==> src/hdl/tmram_pkg.sv <==
// Shared types, codes and small arithmetic helpers for the ternary cell array.
`timescale 1ns / 1ps
package tmram_pkg;

	localparam int STATE_W = 2;
	localparam int RES_W   = 16;
	localparam int WORD_W  = STATE_W + RES_W;
	localparam int TOTAL_W = 12;
	localparam int COUNT_W = 11;

	// request actions
	localparam logic [2:0] ACT_WRITE_TRIT  = 3'd0;
	localparam logic [2:0] ACT_READ_TRIT   = 3'd1;
	localparam logic [2:0] ACT_WRITE_PACK  = 3'd2;
	localparam logic [2:0] ACT_READ_PACK   = 3'd3;
	localparam logic [2:0] ACT_XOR         = 3'd4;
	localparam logic [2:0] ACT_STABILIZE   = 3'd5;
	localparam logic [2:0] ACT_SCRUB       = 3'd6;
	localparam logic [2:0] ACT_INJECT      = 3'd7;

	// configuration register indexes
	localparam logic [2:0] REG_ROWS        = 3'd0;
	localparam logic [2:0] REG_COLS        = 3'd1;
	localparam logic [2:0] REG_RES_LOW     = 3'd2;
	localparam logic [2:0] REG_RES_MID     = 3'd3;
	localparam logic [2:0] REG_RES_HIGH    = 3'd4;
	localparam logic [2:0] REG_DRIFT_LIMIT = 3'd5;
	localparam logic [2:0] REG_RECAL_LIMIT = 3'd6;

	localparam logic [1:0] STATUS_OK    = 2'd0;
	localparam logic [1:0] STATUS_RANGE = 2'd1;
	localparam logic [1:0] STATUS_SCRUB = 2'd2;

	localparam logic [1:0] HEALTH_STABLE = 2'd0;
	localparam logic [1:0] HEALTH_RECAL  = 2'd1;
	localparam logic [1:0] HEALTH_FAILED = 2'd2;

	localparam logic [15:0] RES_LOW_RST     = 16'd50;
	localparam logic [15:0] RES_MID_RST     = 16'd100;
	localparam logic [15:0] RES_HIGH_RST    = 16'd150;
	localparam logic [15:0] DRIFT_LIMIT_RST = 16'd10;
	localparam logic [10:0] RECAL_LIMIT_RST = 11'd16;
	localparam logic [5:0]  DIM_RST         = 6'd32;
	localparam logic [10:0] RECAL_MAX       = 11'd2047;
	localparam logic [7:0]  PACK_MOD        = 8'd243;
	localparam logic [2:0]  TRITS_PER_BYTE  = 3'd5;

	typedef struct packed {
		logic [15:0] res_low;
		logic [15:0] res_mid;
		logic [15:0] res_high;
		logic [15:0] drift_limit;
	} cell_cfg_t;

	typedef struct packed {
		logic        we;
		logic [1:0]  wstate;
		logic [15:0] wres;
		logic [1:0]  sense;
		logic        mismatch;
		logic        hit;
	} cell_res_t;

	// two's complement trit field to cell state, modulo 3
	function automatic logic [1:0] trit_to_state(input logic [1:0] t);
		logic [1:0] s;
		unique case (t)
			2'd0: s = 2'd1;
			2'd1: s = 2'd2;
			2'd2: s = 2'd2;
			default: s = 2'd0;
		endcase
		return s;
	endfunction

	// cell state to two's complement trit
	function automatic logic [1:0] state_to_trit(input logic [1:0] s);
		logic [1:0] t;
		unique case (s)
			2'd0: t = 2'd3;
			2'd1: t = 2'd0;
			2'd2: t = 2'd1;
			default: t = 2'd2;
		endcase
		return t;
	endfunction

	// (a + b + 2) mod 3 for states
	function automatic logic [1:0] xor_state(input logic [1:0] a, input logic [1:0] b);
		logic [2:0] s;
		logic [1:0] m;
		s = {1'b0, a} + {1'b0, b};
		unique case (s)
			3'd0, 3'd3, 3'd6: m = 2'd2;
			3'd1, 3'd4:       m = 2'd0;
			default:          m = 2'd1;
		endcase
		return m;
	endfunction

	// v / 3 for 8-bit v by reciprocal multiply
	function automatic logic [7:0] div3(input logic [7:0] v);
		logic [15:0] p;
		p = {8'd0, v} * 16'd171;
		return {1'b0, p[15:9]};
	endfunction

	// weight of trit k in a packed byte
	function automatic logic [7:0] pow3(input logic [2:0] k);
		logic [7:0] w;
		unique case (k)
			3'd0: w = 8'd1;
			3'd1: w = 8'd3;
			3'd2: w = 8'd9;
			3'd3: w = 8'd27;
			3'd4: w = 8'd81;
			default: w = 8'd0;
		endcase
		return w;
	endfunction

endpackage

==> src/hdl/tmram_cell_alu.sv <==
// Per-cell sense and modify logic for one memory word.
`timescale 1ns / 1ps
module tmram_cell_alu (
	input  logic [2:0]                  op,
	input  logic [tmram_pkg::WORD_W-1:0] word,
	input  tmram_pkg::cell_cfg_t        cfg,
	input  logic [1:0]                  tstate,
	input  logic [1:0]                  digit,
	input  logic signed [15:0]          drift,
	output tmram_pkg::cell_res_t        res
);
	logic [1:0]         st;
	logic [15:0]        r;
	logic [16:0]        thr0, thr1;
	logic [1:0]         sense;
	logic [15:0]        nom_st;
	logic [15:0]        diff;
	logic signed [17:0] sum;
	logic [15:0]        sat;
	logic [1:0]         xs;

	function automatic logic [15:0] nom_of(input logic [1:0] s, input tmram_pkg::cell_cfg_t c);
		logic [15:0] n;
		if (s == 2'd0) begin
			n = c.res_low;
		end else if (s == 2'd2) begin
			n = c.res_high;
		end else begin
			n = c.res_mid;
		end
		return n;
	endfunction

	assign st = word[tmram_pkg::WORD_W-1:tmram_pkg::RES_W];
	assign r  = word[tmram_pkg::RES_W-1:0];

	// sense against midpoints of nominal levels
	always_comb begin
		thr0 = ({1'b0, cfg.res_low} + {1'b0, cfg.res_mid}) >> 1;
		thr1 = ({1'b0, cfg.res_mid} + {1'b0, cfg.res_high}) >> 1;
		if ({1'b0, r} < thr0) begin
			sense = 2'd0;
		end else if ({1'b0, r} < thr1) begin
			sense = 2'd1;
		end else begin
			sense = 2'd2;
		end
	end

	assign nom_st = nom_of(st, cfg);
	assign diff   = (r > nom_st) ? (r - nom_st) : (nom_st - r);
	assign xs     = tmram_pkg::xor_state(st, tstate);

	// saturating drift injection
	always_comb begin
		sum = $signed({2'b00, r}) + $signed({{2{drift[15]}}, drift});
		if (sum < 0) begin
			sat = 16'd0;
		end else if (sum > 18'sd65535) begin
			sat = 16'hFFFF;
		end else begin
			sat = sum[15:0];
		end
	end

	// modify by action
	always_comb begin
		res          = '0;
		res.sense    = sense;
		res.mismatch = (sense != st);
		res.wstate   = st;
		res.wres     = nom_st;
		unique case (op)
			tmram_pkg::ACT_WRITE_TRIT: begin
				res.we     = 1'b1;
				res.wstate = tstate;
				res.wres   = nom_of(tstate, cfg);
			end
			tmram_pkg::ACT_WRITE_PACK: begin
				res.we     = 1'b1;
				res.wstate = digit;
				res.wres   = nom_of(digit, cfg);
			end
			tmram_pkg::ACT_XOR: begin
				res.we     = 1'b1;
				res.wstate = xs;
				res.wres   = nom_of(xs, cfg);
			end
			tmram_pkg::ACT_STABILIZE: begin
				res.hit = (r != nom_st);
				res.we  = (r != nom_st);
			end
			tmram_pkg::ACT_SCRUB: begin
				res.hit = (diff > cfg.drift_limit) && (sense != st);
				res.we  = (diff > cfg.drift_limit) && (sense != st);
			end
			tmram_pkg::ACT_INJECT: begin
				res.we   = 1'b1;
				res.wres = sat;
			end
			default: begin
				res.we = 1'b0;
			end
		endcase
	end
endmodule

==> config.mk <==
export PLATFORM = sky130hd
export DESIGN_NAME = tmram_cell_alu
export DESIGN_NICKNAME = d
export VERILOG_FILES = /design/src/hdl/tmram_pkg.sv /design/src/hdl/tmram_cell_alu.sv
export SDC_FILE = /design/constraint.sdc
export NUM_CORES = 1
export LEC_CHECK = 0
export BUFFER_PORTS_ARGS = -buffer_cell sky130_fd_sc_hd__buf_2
export CORE_AREA = 2 2 121 147
export DETAILED_ROUTE_END_ITERATION = 8
export DIE_AREA = 0 0 123 149
export MAX_ROUTING_LAYER = met4
export PLACE_DENSITY = 0.67
export SYNTH_ARGS = -nofsm -noshare
export SYNTH_HDL_FRONTEND = slang
export SYNTH_SLANG_ARGS = --single-unit
==> constraint.sdc <==
create_clock -name vclk -period 13.5
set_input_delay 3.375 -clock vclk [all_inputs]
set_output_delay 3.375 -clock vclk [all_outputs]
set_load 0.1 [all_outputs]
==> results.toml <==
[job]
max-cap-violations = 0

[routing]
routedWlPerCell_um = 17.0
routed_wirelength_um = 21800
vias = 7556
drt_iter0_drc = 509
dr.pass1.iters = 5
drc = 0
viasPerCell = 5.88
drtAntennaViolNets = 0

[floorplan]
start_util_pct = 39.0
die_area_um2 = 18300
die_h_um = 149
core_area_um2 = 17100
core.rowCount = 53
fp.dieW_um = 123
io-pin-count = 128

[pwr]
swShare_pct = 64.1
internal-power_uw = 185
seqPwrFrac_pct = 0
clockPowerShare_pct = 0
peakVddDrop_mv = 0.0509
power_density_nw_per_um2 = 69.1
p_leak_nw = 3.87
p_sw_uw = 330
comb_power_share_pct = 100.0

[synth]
synth_compound_area_share_pct = 34.3
yosys.area_share.simple_pct = 18.6
netlist_top_cells_area = "ha_1 (23%), mux2i_1 (8.0%), o21ai_0 (7.1%)"
syn_nets = 1210
synth_top_area_cell = "ha_1"
synth.distinct_cells = 61
yosys.area_share.xor_xnor_pct = 7.62
yosysTopAreaCellShare_pct = 23.3
ys_seq_area_share_pct = 0
synth_top_family_by_area = "compound AO/OA/AOI/OAI gates"
synth_commonest_cells = "ha_1 (124), o21ai_0 (95), nor2_1 (88)"
yosysMostFrequentCell = "ha_1"
synth_cells = 976
syn-cell-area_um2 = 6670
avgSynthCellArea_um2 = 6.83
synth_fa_ha_area_share_pct = 24.8
synth_mux_area_share_pct = 8.52
ys_warn_count = 0

[final_layout]
seq_cells = 0
nClkBuffers = 0
area_growth_pct = 11.6
nets = 1301
seq_area_um2 = 0
drive_above_1_share_pct = 13.7
num_antenna_cells = 0

[clocking]
holdBufCountCts = 0
cts_resized = 0
cts_setup_buffers = 0

[sta]
finalHoldViolCount = 0
fin_crit_sh_pct = 94.4
rsz0062_at_grt = "false"
setup_viol = 0
fmax_mhz = 78.5
slew_headroom_pct = 46.9
worst_hold_slack_ns = 7.41
finalCriticalPeriod_ns = 12.75
fin_ws_ns = 0.754
tns_ns = 0
worst_pin_slew_ns = 0.791
final_max_slew_viol_count = 0

[critical_path]
cp.buffers_inverters = 3
crit_required_ns = 10.12
crit_fanout = 22
path_cells = "buf_2 -> nor2b_1 -> a211oi_1 -> a21oi_1 -> ha_1 -> nand4_1 -> o21bai_1 -> o41ai_1 -> o21a_1 -> o21a_1 -> o31ai_4 -> buf_4 -> mux2i_1 -> a221oi_1 -> xnor2_1 -> ha_1 -> nand4_1 -> nor2_1 -> o21ai_0 -> a2111oi_0 -> nand3b_1 -> nand3_1 -> buf_2"
cp-end-kind = "primary output"
worst_path_max_delay_cell = "a2111oi_0"
crit_path_max_incr_delay_ns = 0.68
cp_top_family = "compound AO/OA/AOI/OAI gates"
worstPathArrival_ns = 9.37
worstSetupPathType = "in -> out"
crit_path_start_kind = "input pin"

[global_route]
grt_use_total_pct = 23.9
grt_pass1_vias = 7088
overflow = 0
grt_max_degree = 40
grt_pass1_wl_um = 34700
antenna_found_initial = 0

[placed_design]
post-place-ws_ns = 0.723
post-dp-hpwl_um = 18300
gp_congestion = 0.939
port_buffers = 128

[hold_path]
worstHoldPathCells = 3
hp-class = "in -> out"
worstHoldEndpoint = "res[21]"
min_from = "op[0]"

[status]
status = "finished, final reports clean"
[power by group through the flow]
stage / Combinational (mW) / Clock (mW) / Sequential [mW]
4_1_cts: 0.512 / 0 / 0
5_1_grt: 0.567 / 0 / 0
3_5_place_dp: 0.510 / 0 / 0
6_report: 0.514 / 0 / 0
2_1_floorplan: 0.390 / 0 / 0
3_3_place_gp: 0.506 / 0 / 0
[tightest hold or removal path: stages]
cell	delay [ns]
buf_2	0.23
o21ai_0	0.13
buf_2	0.29
[layout make-up]
class              count  area, µm²
fillers             1862       9660
multi-input cells    867       6250
repair buffers       132        671
well taps            220        275
inverters             66        248
[logic make-up (layout without fill, tap and decap cells)]
group | count (synthesis) | count (layout)
compound gates | 359 | 359
xor+xnor | 58 | 58
fa+ha+maj | 129 | 129
buf+inv | 109 | 198
mux | 56 | 56
simple gates | 265 | 265
[layout by cell type (no fill, tap or decap), types with 8 or more instances in the layout]
cell	netlist	final
buf_2	4	128
ha_1	124	124
o21ai_0	95	95
nor2_1	88	88
a21oi_1	84	84
nand2_1	78	78
inv_1	66	66
a21o_1	62	62
mux2i_1	53	53
xnor2_1	35	35
nor3_1	24	24
xor2_1	23	23
a221oi_1	16	16
o22ai_1	16	16
a211oi_1	13	13
o21bai_1	13	13
nand3_1	12	12
nand4_1	12	12
a31oi_1	12	12
nor2b_1	11	11
o21a_1	10	10
nand2b_1	9	9
and2_1	8	8
[routing by layer]
metal	wire, µm	vias to the layer above	track usage, %
li1	-	3778	-
met1	9730	3458	31.1
met2	10200	274	40.3
met3	1230	46	1.26
met4	588	0	6.02
met5	0	-	-
[worst max path at each step]
stage / to / from / depth (start not counted) / slack, ns
2_1_floorplan: res[22] / word[17] / 23 / 1.38
3_3_place_gp: res[22] / word[17] / 23 / 0.99
3_5_place_dp: res[22] / word[17] / 23 / 0.72
4_1_cts: res[22] / word[17] / 23 / 0.71
5_1_grt: res[22] / word[17] / 23 / 0.19
6_report: res[22] / word[17] / 23 / 0.75
[stage by stage]
step | power [mW] | utilization [%] | cells | instance area (µm²)
6_report | 0.514 | 43.5 | 1285 | 7440
5_1_grt | 0.567 | 43.5 | 1285 | 7440
4_1_cts | 0.512 | 43.5 | 1285 | 7440
3_5_place_dp | 0.510 | 43.5 | 1285 | 7440
3_3_place_gp | 0.506 | 43.5 | 1285 | 7440
2_1_floorplan | 0.390 | - | 976 | 6670
No activity file was read; power rests on OpenSTA's default activity.
